**config.mk**
```make
export PLATFORM = sky130hd
export DESIGN_NAME = distance_alert_blink_pattern_core
export DESIGN_NICKNAME = d
export VERILOG_FILES = /design/src/dabp_pkg.sv /design/src/dabp_classify.sv /design/src/dabp_mod.sv /design/src/dabp_pattern.sv /design/src/distance_alert_blink_pattern_core.sv
export SDC_FILE = /design/constraint.sdc
export NUM_CORES = 2
export LEC_CHECK = 0
export ABC_AREA = 1
export BUFFER_PORTS_ARGS = -buffer_cell sky130_fd_sc_hd__buf_2
export CAP_MARGIN = 30
export CORE_MARGIN = 4
export CORE_UTILIZATION = 35
export CTS_CLUSTER_SIZE = 14
export DETAILED_ROUTE_END_ITERATION = 8
export GPL_TIMING_DRIVEN = 0
export SLEW_MARGIN = 10
export SYNTH_ARGS = -nofsm -noshare
export SYNTH_HDL_FRONTEND = slang
export SYNTH_HIERARCHICAL = 1
export SYNTH_SLANG_ARGS = --single-unit
export TNS_END_PERCENT = 1
```
**constraint.sdc**
```tcl
create_clock -name clock -period 7 [get_ports clock]
set_clock_uncertainty 0.1 [all_clocks]
set_input_delay 0 -clock clock [delete_from_list [all_inputs] [get_ports clock]]
set_output_delay 0 -clock clock [all_outputs]
set_load 0.005 [all_outputs]
```
**src/dabp_pkg.sv**
```systemverilog
package dabp_pkg;

   // blink shapes: plain blink, double flash, triple flash, far band slow blink
   typedef enum logic [1:0] {
      PAT_CAM,
      PAT_DBL,
      PAT_TRI,
      PAT_FAR
   } pat_type;

   // cycle lengths in ms that a pattern can need
   typedef enum logic [3:0] {
      M1200,
      M800,
      M560,
      M360,
      M180,
      M1600,
      M1120,
      M720,
      M840,
      M540
   } modsel_type;

   typedef enum logic [7:0] {
      CSR_ALERT_ENABLED   = 8'd0,
      CSR_PIN_ACTIVE_HIGH = 8'd1,
      CSR_INTERSECT_KIND  = 8'd2,
      CSR_CLUSTER_KIND    = 8'd3
   } csr_type;

   localparam int NUM_MOD = 10;
   localparam int MOD_W   = 11;
   localparam int HALF_W  = 10;
   localparam int PROD_W  = 19;
   localparam int SUM_W   = 21;
   localparam int RECIP_W = 25;
   localparam int QUO_W   = 13;
   localparam int REM_W   = 11;
   localparam int CMP_W   = 12;
   localparam int FRAC_SH = 32;

   localparam int unsigned MOD_VAL [NUM_MOD] =
      '{1200, 800, 560, 360, 180, 1600, 1120, 720, 840, 540};

   // weights of bytes 1..3 of the time word, reduced by each cycle length
   localparam int unsigned W1_VAL [NUM_MOD] = '{
      256 % MOD_VAL[0], 256 % MOD_VAL[1], 256 % MOD_VAL[2], 256 % MOD_VAL[3],
      256 % MOD_VAL[4], 256 % MOD_VAL[5], 256 % MOD_VAL[6], 256 % MOD_VAL[7],
      256 % MOD_VAL[8], 256 % MOD_VAL[9]};
   localparam int unsigned W2_VAL [NUM_MOD] = '{
      65536 % MOD_VAL[0], 65536 % MOD_VAL[1], 65536 % MOD_VAL[2],
      65536 % MOD_VAL[3], 65536 % MOD_VAL[4], 65536 % MOD_VAL[5],
      65536 % MOD_VAL[6], 65536 % MOD_VAL[7], 65536 % MOD_VAL[8],
      65536 % MOD_VAL[9]};
   localparam int unsigned W3_VAL [NUM_MOD] = '{
      16777216 % MOD_VAL[0], 16777216 % MOD_VAL[1], 16777216 % MOD_VAL[2],
      16777216 % MOD_VAL[3], 16777216 % MOD_VAL[4], 16777216 % MOD_VAL[5],
      16777216 % MOD_VAL[6], 16777216 % MOD_VAL[7], 16777216 % MOD_VAL[8],
      16777216 % MOD_VAL[9]};
   // floor(2^32 / m)
   localparam longint unsigned RECIP_VAL [NUM_MOD] = '{
      64'd4294967296 / MOD_VAL[0], 64'd4294967296 / MOD_VAL[1],
      64'd4294967296 / MOD_VAL[2], 64'd4294967296 / MOD_VAL[3],
      64'd4294967296 / MOD_VAL[4], 64'd4294967296 / MOD_VAL[5],
      64'd4294967296 / MOD_VAL[6], 64'd4294967296 / MOD_VAL[7],
      64'd4294967296 / MOD_VAL[8], 64'd4294967296 / MOD_VAL[9]};

   // band limits in q4 feet, compared strictly
   localparam logic [19:0] LIMIT_B0 = 20'd12800;
   localparam logic [19:0] LIMIT_B1 = 20'd8000;
   localparam logic [19:0] LIMIT_B2 = 20'd4800;
   localparam logic [19:0] LIMIT_B3 = 20'd2400;
   localparam logic [19:0] LIMIT_B4 = 20'd1200;

   localparam logic [2:0] BAND_FAR   = 3'd0;
   localparam logic [2:0] BAND_1     = 3'd1;
   localparam logic [2:0] BAND_2     = 3'd2;
   localparam logic [2:0] BAND_3     = 3'd3;
   localparam logic [2:0] BAND_4     = 3'd4;
   localparam logic [2:0] BAND_SOLID = 3'd5;

   localparam logic [2:0] LEVEL_FAR   = 3'd1;
   localparam logic [2:0] LEVEL_SOLID = 3'd5;
   localparam logic [2:0] LEVEL_OFF   = 3'd0;

   localparam logic [HALF_W-1:0] HALF_FAR = 10'd600;

   typedef struct packed {
      logic              alert_enabled;
      logic              pin_active_high;
      logic [7:0]        intersection_kind_code;
      logic [7:0]        cluster_kind_code;
   } cfg_type;

   typedef struct packed {
      logic              active;
      logic [2:0]        band;
      pat_type           pat;
      logic [HALF_W-1:0] half;
   } ctl_type;

   function automatic logic [7:0] red_of(input logic [2:0] level);
      logic [7:0] red;
      case (level)
         3'd0:    red = 8'd0;
         3'd1:    red = 8'd45;
         3'd2:    red = 8'd90;
         3'd3:    red = 8'd135;
         3'd4:    red = 8'd180;
         3'd5:    red = 8'd225;
         default: red = 8'd255;
      endcase
      return red;
   endfunction

endpackage

```
**src/dabp_classify.sv**
```systemverilog
module dabp_classify (
   input  logic                  clock,
   input  logic                  reset,
   input  logic                  in_valid,
   input  logic [31:0]           time_ms,
   input  logic                  alert_on,
   input  logic [19:0]           distance_q4,
   input  logic [7:0]            kind_code,
   input  dabp_pkg::cfg_type     cfg,
   output logic                  out_valid,
   output logic [31:0]           out_time,
   output dabp_pkg::modsel_type  out_sel,
   output dabp_pkg::ctl_type     out_ctl
);

   logic                 valid_ff;
   logic [31:0]          time_ff;
   dabp_pkg::modsel_type sel_ff, sel_in;
   dabp_pkg::ctl_type    ctl_ff, ctl_in;
   logic [2:0]           band;
   logic                 tri_kind;
   logic                 dbl_kind;

   always_comb begin
      if (distance_q4 > dabp_pkg::LIMIT_B0) begin
         band = dabp_pkg::BAND_FAR;
      end else if (distance_q4 > dabp_pkg::LIMIT_B1) begin
         band = dabp_pkg::BAND_1;
      end else if (distance_q4 > dabp_pkg::LIMIT_B2) begin
         band = dabp_pkg::BAND_2;
      end else if (distance_q4 > dabp_pkg::LIMIT_B3) begin
         band = dabp_pkg::BAND_3;
      end else if (distance_q4 > dabp_pkg::LIMIT_B4) begin
         band = dabp_pkg::BAND_4;
      end else begin
         band = dabp_pkg::BAND_SOLID;
      end
   end

   // intersection wins when both kind codes match
   assign tri_kind = (kind_code == cfg.intersection_kind_code);
   assign dbl_kind = !tri_kind && (kind_code == cfg.cluster_kind_code);

   always_comb begin
      ctl_in.active = cfg.alert_enabled & alert_on;
      ctl_in.band   = band;
      ctl_in.pat    = tri_kind ? dabp_pkg::PAT_TRI :
                      dbl_kind ? dabp_pkg::PAT_DBL : dabp_pkg::PAT_CAM;
      ctl_in.half   = '0;
      sel_in        = dabp_pkg::M1200;
      case (band)
         dabp_pkg::BAND_FAR: begin
            ctl_in.pat  = dabp_pkg::PAT_FAR;
            ctl_in.half = dabp_pkg::HALF_FAR;
            sel_in      = dabp_pkg::M1200;
         end
         dabp_pkg::BAND_1: begin
            ctl_in.half = tri_kind ? 10'd200 : 10'd400;
            sel_in      = tri_kind ? dabp_pkg::M1200 :
                          dbl_kind ? dabp_pkg::M1600 : dabp_pkg::M800;
         end
         dabp_pkg::BAND_2: begin
            ctl_in.half = tri_kind ? 10'd140 : 10'd280;
            sel_in      = tri_kind ? dabp_pkg::M840 :
                          dbl_kind ? dabp_pkg::M1120 : dabp_pkg::M560;
         end
         dabp_pkg::BAND_3: begin
            ctl_in.half = tri_kind ? 10'd90 : 10'd180;
            sel_in      = tri_kind ? dabp_pkg::M540 :
                          dbl_kind ? dabp_pkg::M720 : dabp_pkg::M360;
         end
         dabp_pkg::BAND_4: begin
            ctl_in.half = 10'd90;
            sel_in      = tri_kind ? dabp_pkg::M540 :
                          dbl_kind ? dabp_pkg::M360 : dabp_pkg::M180;
         end
         default: begin
            ctl_in.half = '0;
            sel_in      = dabp_pkg::M1200;
         end
      endcase
   end

   always_ff @(posedge clock) begin
      if (reset) begin
         valid_ff <= 1'b0;
      end else begin
         valid_ff <= in_valid;
      end
      time_ff <= time_ms;
      sel_ff  <= sel_in;
      ctl_ff  <= ctl_in;
   end

   assign out_valid = valid_ff;
   assign out_time  = time_ff;
   assign out_sel   = sel_ff;
   assign out_ctl   = ctl_ff;

endmodule

```
**src/dabp_mod.sv**
```systemverilog
module dabp_mod (
   input  logic                              clock,
   input  logic                              reset,
   input  logic                              in_valid,
   input  logic [31:0]                       in_time,
   input  dabp_pkg::modsel_type              in_sel,
   input  dabp_pkg::ctl_type                 in_ctl,
   output logic                              out_valid,
   output logic [dabp_pkg::REM_W-1:0]        out_rem,
   output dabp_pkg::ctl_type                 out_ctl
);

   localparam int STAGES = 5;
   localparam int BIG_W  = dabp_pkg::SUM_W + dabp_pkg::RECIP_W;
   localparam int QM_W   = dabp_pkg::QUO_W + dabp_pkg::MOD_W;

   logic [STAGES-1:0]    valid_ff;
   dabp_pkg::ctl_type    ctl_ff [STAGES];

   // stage a: byte products
   dabp_pkg::modsel_type              sel_a_ff;
   logic [7:0]                        b0_ff;
   logic [dabp_pkg::PROD_W-1:0]       p1_ff, p1_in;
   logic [dabp_pkg::PROD_W-1:0]       p2_ff, p2_in;
   logic [dabp_pkg::PROD_W-1:0]       p3_ff, p3_in;
   logic [dabp_pkg::MOD_W-1:0]        w1, w2, w3;

   // stage b: folded sum
   dabp_pkg::modsel_type              sel_b_ff;
   logic [dabp_pkg::SUM_W-1:0]        sum_b_ff, sum_b_in;

   // stage c: quotient estimate
   dabp_pkg::modsel_type              sel_c_ff;
   logic [dabp_pkg::SUM_W-1:0]        sum_c_ff;
   logic [dabp_pkg::QUO_W-1:0]        quo_ff, quo_in;
   logic [dabp_pkg::RECIP_W-1:0]      recip;
   logic [BIG_W-1:0]                  big;

   // stage d: remainder below twice the modulus
   dabp_pkg::modsel_type              sel_d_ff;
   logic [dabp_pkg::REM_W:0]          r0_ff, r0_in;
   logic [dabp_pkg::MOD_W-1:0]        mod_c;
   logic [QM_W-1:0]                   diff;

   // stage e: final remainder
   logic [dabp_pkg::REM_W-1:0]        rem_ff, rem_in;
   logic [dabp_pkg::MOD_W-1:0]        mod_d;

   assign w1 = dabp_pkg::MOD_W'(dabp_pkg::W1_VAL[in_sel]);
   assign w2 = dabp_pkg::MOD_W'(dabp_pkg::W2_VAL[in_sel]);
   assign w3 = dabp_pkg::MOD_W'(dabp_pkg::W3_VAL[in_sel]);

   assign p1_in = dabp_pkg::PROD_W'(in_time[15:8])  * dabp_pkg::PROD_W'(w1);
   assign p2_in = dabp_pkg::PROD_W'(in_time[23:16]) * dabp_pkg::PROD_W'(w2);
   assign p3_in = dabp_pkg::PROD_W'(in_time[31:24]) * dabp_pkg::PROD_W'(w3);

   assign sum_b_in = dabp_pkg::SUM_W'(b0_ff) + dabp_pkg::SUM_W'(p1_ff)
                   + dabp_pkg::SUM_W'(p2_ff) + dabp_pkg::SUM_W'(p3_ff);

   // estimate is exact or one low
   assign recip  = dabp_pkg::RECIP_W'(dabp_pkg::RECIP_VAL[sel_b_ff]);
   assign big    = BIG_W'(sum_b_ff) * BIG_W'(recip);
   assign quo_in = big[dabp_pkg::FRAC_SH +: dabp_pkg::QUO_W];

   assign mod_c = dabp_pkg::MOD_W'(dabp_pkg::MOD_VAL[sel_c_ff]);
   assign diff  = QM_W'(sum_c_ff) - (QM_W'(quo_ff) * QM_W'(mod_c));
   assign r0_in = diff[dabp_pkg::REM_W:0];

   assign mod_d  = dabp_pkg::MOD_W'(dabp_pkg::MOD_VAL[sel_d_ff]);
   assign rem_in = (r0_ff >= {1'b0, mod_d}) ?
                   dabp_pkg::REM_W'(r0_ff - {1'b0, mod_d}) :
                   dabp_pkg::REM_W'(r0_ff);

   always_ff @(posedge clock) begin
      if (reset) begin
         valid_ff <= '0;
      end else begin
         valid_ff <= {valid_ff[STAGES-2:0], in_valid};
      end
      ctl_ff[0] <= in_ctl;
      for (int i = 1; i < STAGES; i++) begin
         ctl_ff[i] <= ctl_ff[i-1];
      end
      sel_a_ff <= in_sel;
      b0_ff    <= in_time[7:0];
      p1_ff    <= p1_in;
      p2_ff    <= p2_in;
      p3_ff    <= p3_in;
      sel_b_ff <= sel_a_ff;
      sum_b_ff <= sum_b_in;
      sel_c_ff <= sel_b_ff;
      sum_c_ff <= sum_b_ff;
      quo_ff   <= quo_in;
      sel_d_ff <= sel_c_ff;
      r0_ff    <= r0_in;
      rem_ff   <= rem_in;
   end

   assign out_valid = valid_ff[STAGES-1];
   assign out_rem   = rem_ff;
   assign out_ctl   = ctl_ff[STAGES-1];

   a_r0_range: assert property (@(posedge clock) disable iff (reset)
      valid_ff[3] |-> (r0_ff < {mod_d, 1'b0}))
      else $error("partial remainder not below twice the modulus");

   a_rem_range: assert property (@(posedge clock) disable iff (reset)
      valid_ff[3] |=> (rem_ff < dabp_pkg::REM_W'($past(mod_d))))
      else $error("remainder not below the modulus");

endmodule

```
**src/dabp_pattern.sv**
```systemverilog
module dabp_pattern (
   input  logic                        clock,
   input  logic                        reset,
   input  logic                        in_valid,
   input  logic [dabp_pkg::REM_W-1:0]  in_rem,
   input  dabp_pkg::ctl_type           in_ctl,
   input  logic                        pin_active_high,
   output logic                        out_valid,
   output logic [2:0]                  out_drive_level,
   output logic [7:0]                  out_red_intensity,
   output logic                        out_pin_level
);

   logic                       valid_ff;
   logic [2:0]                 level_ff, level_in;
   logic [7:0]                 red_ff;
   logic                       pin_ff, pin_in;
   logic [dabp_pkg::CMP_W-1:0] r, h1, h2, h3, h4, h5;
   logic                       lit;

   assign r  = dabp_pkg::CMP_W'(in_rem);
   assign h1 = dabp_pkg::CMP_W'(in_ctl.half);
   assign h2 = {h1[dabp_pkg::CMP_W-2:0], 1'b0};
   assign h3 = h2 + h1;
   assign h4 = {h1[dabp_pkg::CMP_W-3:0], 2'b00};
   assign h5 = h4 + h1;

   always_comb begin
      case (in_ctl.pat)
         dabp_pkg::PAT_FAR: lit = (r >= h1);
         dabp_pkg::PAT_CAM: lit = (r < h1);
         dabp_pkg::PAT_DBL: lit = (r < h1) || (r > h2 && r < h3);
         dabp_pkg::PAT_TRI: lit = (r < h1) || (r > h2 && r < h3) ||
                                  (r > h4 && r < h5);
         default:           lit = 1'b0;
      endcase
   end

   always_comb begin
      if (!in_ctl.active) begin
         level_in = dabp_pkg::LEVEL_OFF;
      end else if (in_ctl.band == dabp_pkg::BAND_SOLID) begin
         level_in = dabp_pkg::LEVEL_SOLID;
      end else if (!lit) begin
         level_in = dabp_pkg::LEVEL_OFF;
      end else if (in_ctl.band == dabp_pkg::BAND_FAR) begin
         level_in = dabp_pkg::LEVEL_FAR;
      end else begin
         level_in = in_ctl.band;
      end
   end

   assign pin_in = pin_active_high ? (level_in != dabp_pkg::LEVEL_OFF) :
                                     (level_in == dabp_pkg::LEVEL_OFF);

   always_ff @(posedge clock) begin
      if (reset) begin
         valid_ff <= 1'b0;
      end else begin
         valid_ff <= in_valid;
      end
      level_ff <= level_in;
      red_ff   <= dabp_pkg::red_of(level_in);
      pin_ff   <= pin_in;
   end

   assign out_valid         = valid_ff;
   assign out_drive_level   = level_ff;
   assign out_red_intensity = red_ff;
   assign out_pin_level     = pin_ff;

endmodule

```
**src/distance_alert_blink_pattern_core.sv**
```systemverilog
// a word accepted on start shows on the rsp_ ports for one cycle once it has passed the pipeline
// throughput: one word per clock; busy stays low and start is taken every cycle
// the pipeline is band sort, a 5 stage modulo unit for the blink phase, and the output stage
// results cannot be held off; rsp_valid marks each one for exactly one cycle
// synchronous active high reset empties the pipeline and loads the register defaults
module distance_alert_blink_pattern_core (
   input  logic        clock,
   input  logic        reset,
   input  logic        start,
   output logic        busy,
   input  logic [31:0] req_time_ms,
   input  logic        req_alert_on,
   input  logic [19:0] req_distance_q4,
   input  logic [7:0]  req_kind_code,
   output logic        rsp_valid,
   output logic [2:0]  rsp_drive_level,
   output logic [7:0]  rsp_red_intensity,
   output logic        rsp_pin_level,
   input  logic        csr_valid,
   output logic        csr_ready,
   input  logic [7:0]  csr_index,
   input  logic [7:0]  csr_wdata
);

   dabp_pkg::cfg_type    cfg_ff;
   logic                 c_valid;
   logic [31:0]          c_time;
   dabp_pkg::modsel_type c_sel;
   dabp_pkg::ctl_type    c_ctl;
   logic                 m_valid;
   logic [dabp_pkg::REM_W-1:0] m_rem;
   dabp_pkg::ctl_type    m_ctl;

   assign busy      = 1'b0;
   assign csr_ready = 1'b1;

   always_ff @(posedge clock) begin
      if (reset) begin
         cfg_ff.alert_enabled          <= 1'b1;
         cfg_ff.pin_active_high        <= 1'b1;
         cfg_ff.intersection_kind_code <= 8'd0;
         cfg_ff.cluster_kind_code      <= 8'd1;
      end else if (csr_valid && csr_ready) begin
         case (csr_index)
            dabp_pkg::CSR_ALERT_ENABLED:   cfg_ff.alert_enabled          <= csr_wdata[0];
            dabp_pkg::CSR_PIN_ACTIVE_HIGH: cfg_ff.pin_active_high        <= csr_wdata[0];
            dabp_pkg::CSR_INTERSECT_KIND:  cfg_ff.intersection_kind_code <= csr_wdata;
            dabp_pkg::CSR_CLUSTER_KIND:    cfg_ff.cluster_kind_code      <= csr_wdata;
            default: begin
            end
         endcase
      end
   end

   dabp_classify u_classify (
      .clock       (clock),
      .reset       (reset),
      .in_valid    (start && !busy),
      .time_ms     (req_time_ms),
      .alert_on    (req_alert_on),
      .distance_q4 (req_distance_q4),
      .kind_code   (req_kind_code),
      .cfg         (cfg_ff),
      .out_valid   (c_valid),
      .out_time    (c_time),
      .out_sel     (c_sel),
      .out_ctl     (c_ctl)
   );

   dabp_mod u_mod (
      .clock     (clock),
      .reset     (reset),
      .in_valid  (c_valid),
      .in_time   (c_time),
      .in_sel    (c_sel),
      .in_ctl    (c_ctl),
      .out_valid (m_valid),
      .out_rem   (m_rem),
      .out_ctl   (m_ctl)
   );

   dabp_pattern u_pattern (
      .clock             (clock),
      .reset             (reset),
      .in_valid          (m_valid),
      .in_rem            (m_rem),
      .in_ctl            (m_ctl),
      .pin_active_high   (cfg_ff.pin_active_high),
      .out_valid         (rsp_valid),
      .out_drive_level   (rsp_drive_level),
      .out_red_intensity (rsp_red_intensity),
      .out_pin_level     (rsp_pin_level)
   );

   a_level_range: assert property (@(posedge clock) disable iff (reset)
      rsp_valid |-> (rsp_drive_level <= dabp_pkg::LEVEL_SOLID))
      else $error("drive level out of range");

   a_red_matches: assert property (@(posedge clock) disable iff (reset)
      rsp_valid |-> ((rsp_drive_level == dabp_pkg::LEVEL_OFF) == (rsp_red_intensity == 8'd0)))
      else $error("red intensity disagrees with drive level");

endmodule
```
==> flow_summary.toml <==
[floorplanning]
rows = 116
die_w_um = 327
core-area_um2 = 101000
dieHeight_um = 327
io_pins = 96
die_area_um2 = 107000
initial_core_util = 0.355

[synthesis]
netlist_top_cells_area = "fa_1 31%, dfxtp_1 17%, ha_1 14%, inv_1 10%, nand2_1 7.6%"
synth_top_area_frac = 0.311
synthFlopType = "dfxtp_1"
yosysMostFrequentCell = "inv_1"
ys_ff_latch = 307
synth.avg_cell_area_um2 = 8.24
syn-instance-count = 4331
synth-edff-count = 0
ys_warn_count = 6
yosys.area.top_type = "fa_1"
netlist_top_cells_count = "974 x inv_1, 727 x nand2_1, 573 x nor2_1"
syn_area_um2 = 35700
synth_fp_nets = 5373
synth_cell_types = 54
synth-seq-area-share = 0.172
synth-async-reset-ratio = 0

[timing]
slew_headroom = 0.468
setup_violations = 0
fmax_mhz = 145
worst_pin_slew_ns = 0.798
min_period_over_period = 0.983
grt_setup_unrepaired = "yes"
holdWs_ns = 0.0451
finalHoldViolCount = 0
setup_ws_ns = 0.119
layout_min_cycle_time_ns = 6.88
report.final.slew_viol_count = 0

[critical_path]
critical_path_peak_fanout = 7
r2r_end = "u_mod/quo_ff[9]"
r2r_start = "u_mod/sel_b_ff[1]"
setup.worst_path.start_class = "flop"
ff2ff_setup_slack_ns = 0.12
crit_required_ns = 7.32
path_class = "reg -> reg"
endpoint = "u_mod/quo_ff[9]"
cp-end-kind = "flop"
critPathArrivalTime_ns = 7.20
rr_worst_depth = 27
crit_path_start = "u_mod/sel_b_ff[1]"

[min_path]
min_path_type = "in -> reg"

[status]
status = "finished clean"

[grt]
grt_pass1_vias = 29000
grt_max_degree = 15
track_usage = 0.182
grt_pass1_wl_um = 156000
antenna_found_initial = 3
grt_overflow_total = 0

[clocking]
htreeDepth = 2
cts_buffers = 34
clk_path_buf_depth = 3
cts_tree = "done"
clk_pin_slew_worst_paths_ns = 0.06
clock-sinks = 307
cts-root-buf = "clkbuf_16"
clock_latency_ns = 0.54

[detailed_routing]
dr_total_vias = 28300
route.detailed.drc = 0
wl_um = 98300
antenna_left = 0
drtPass1Iterations = 6
via_per_inst = 4.70
first_iter_violations = 1898
wl_per_cell_um = 16.3

[final_layout]
postLayoutCoreUtil = 0.419
syn2layout_area_growth_pct = 18.1
drive_above_1_share = 0.121
fin_area_um2 = 42100
nets = 5674
fillerInstances = 9852

[placement]
hpwlAfterDp_um = 79700
place_ws_ns = -1.40
io_buffers = 93
placed_cell_area_um2 = 37900
gp_congestion = 1.01

[flow_run]
cap_viol_max_count = 0
## through the flow
stage                     std cells  TNS (ns)
after floorplan                4331         0
after global placement         5781    -12.49
after detailed placement       5781    -12.71
after CTS                      5978  -0.00396
after global routing           6013    -0.347
final                          6015         0
## registers in the layout, summed over array words and instances (netlist names), 10 cells and up
register             flops
u_mod/quo_ff            10
u_mod/p2_ff             17
u_classify/out_ctl      15
u_mod/r0_ff             12
u_classify/out_time     32
u_mod/p1_ff             16
cfg_ff                  18
u_mod/sum_b_ff          21
u_mod/ctl_ff            80
u_mod/p3_ff             16
u_mod/sum_c_ff          12
u_mod/out_rem           11
## kinds of logic (layout without fill, tap and decap cells)
group	Yosys count	in the layout	share of synthesized area
compound gates	318	318	0.0503
xor+xnor	111	111	0.0272
fa+ha+maj	961	961	0.453
buf+inv	1101	1426	0.120
flops	307	307	0.172
other cells	3	5	0.000315
simple gates	1530	1530	0.177
## repair_timing
item,in CTS,in global routing
hold buffers,123,0
pin swaps,13,120
setup endpoints to repair,10,10
endpoints found under the hold margin,73,0
gates resized for setup,172,269
buffers inserted,17,37
gates cloned,0,1
## critical path, stage by stage (launching register included)
cell and delay, ns:
dfxtp_4 0.40, clkinvlp_4 0.17, ha_4 0.27, or2_4 0.27, a21oi_4 0.24, clkbuf_16 0.21
buf_8 0.14, nand2_1 0.08, fa_1 0.58, fa_1 0.46, fa_1 0.55, inv_1 0.06
fa_1 0.60, fa_1 0.46, fa_2 0.68, ha_4 0.24, ha_4 0.28, nand2_1 0.11
nor2_4 0.14, inv_2 0.08, nor2_2 0.15, nand2_1 0.07, nor2_1 0.08, nand2_1 0.08
nand3_2 0.08, inv_1 0.04, nand2_1 0.07, nand2_2 0.06
## worst min-delay path by stage
stage | startpoint | slack [ns] | endpoint | depth (start not counted)
6_report | req_kind_code[2] | 0.05 | u_classify/out_ctl[2] | 7
5_1_grt | req_kind_code[2] | 0.07 | u_classify/out_ctl[6] | 7
4_1_cts | req_distance_q4[19] | 0.008 | u_classify/out_ctl[12] | 8
3_5_place_dp | req_time_ms[17] | 0.004 | u_classify/out_time[17] | 1
3_3_place_gp | req_time_ms[0] | 0.003 | u_classify/out_time[0] | 1
2_1_floorplan | req_time_ms[0] | -0.07 | u_classify/out_time[0] | 0
## cells in the final DEF, fill, tap and decap left out, drive strengths merged
cell         synthesis  routed
o41ai                1       1
nand2              747     747
inv                982     987
o21a                 3       3
clkbuf              61      84
dlygate4sd3          0     123
nor3                25      25
o211ai               9       9
a31oi               10      10
nand3              118     118
bufinv               0       3
a21o                16      16
ha                 407     407
xnor2               43      43
fa                 554     554
nand3b               5       5
buf                 41     203
o2111ai              4       4
o21bai              16      16
conb                 3       3
or2                  8       8
xor2                68      68
a21boi               3       3
clkinvlp             0       9
nor3b                1       1
clkinv              17      17
nor4                 7       7
diode                0       2
or3b                 1       1
o31ai                4       4
and2                 2       2
nor2               588     588
o22ai                3       3
dfxtp              307     307
a22oi                1       1
o21ai               69      69
nand4               28      28
a21oi              179     179
## layout make-up
cell class                      count  area [µm²]  share of cell area
Antenna cell                        2        5.00            0.000119
Buffer                             96         788              0.0187
Clock buffer                       44         928              0.0220
Clock inverter                     16         218             0.00517
Inverter                          999        3840              0.0911
Multi-Input combinational cell   2923       26400               0.625
Sequential cell                   307        6160               0.146
Tap cell                         1357        1700              0.0403
Timing Repair Buffer              270        2150              0.0509
Timing Repair inverter              1        5.00            0.000119
## metal layers
metal,track usage,wire length (µm),up-vias
li1,-,-,13600
met1,0.240,41900,13600
met2,0.299,45100,907
met3,0.0364,7310,211
met4,0.0645,4050,0
met5,0,0,-
Power is left out: the tool's default activity adds up to more than one toggle a clock period on the data nets, which glitch-free logic cannot reach.
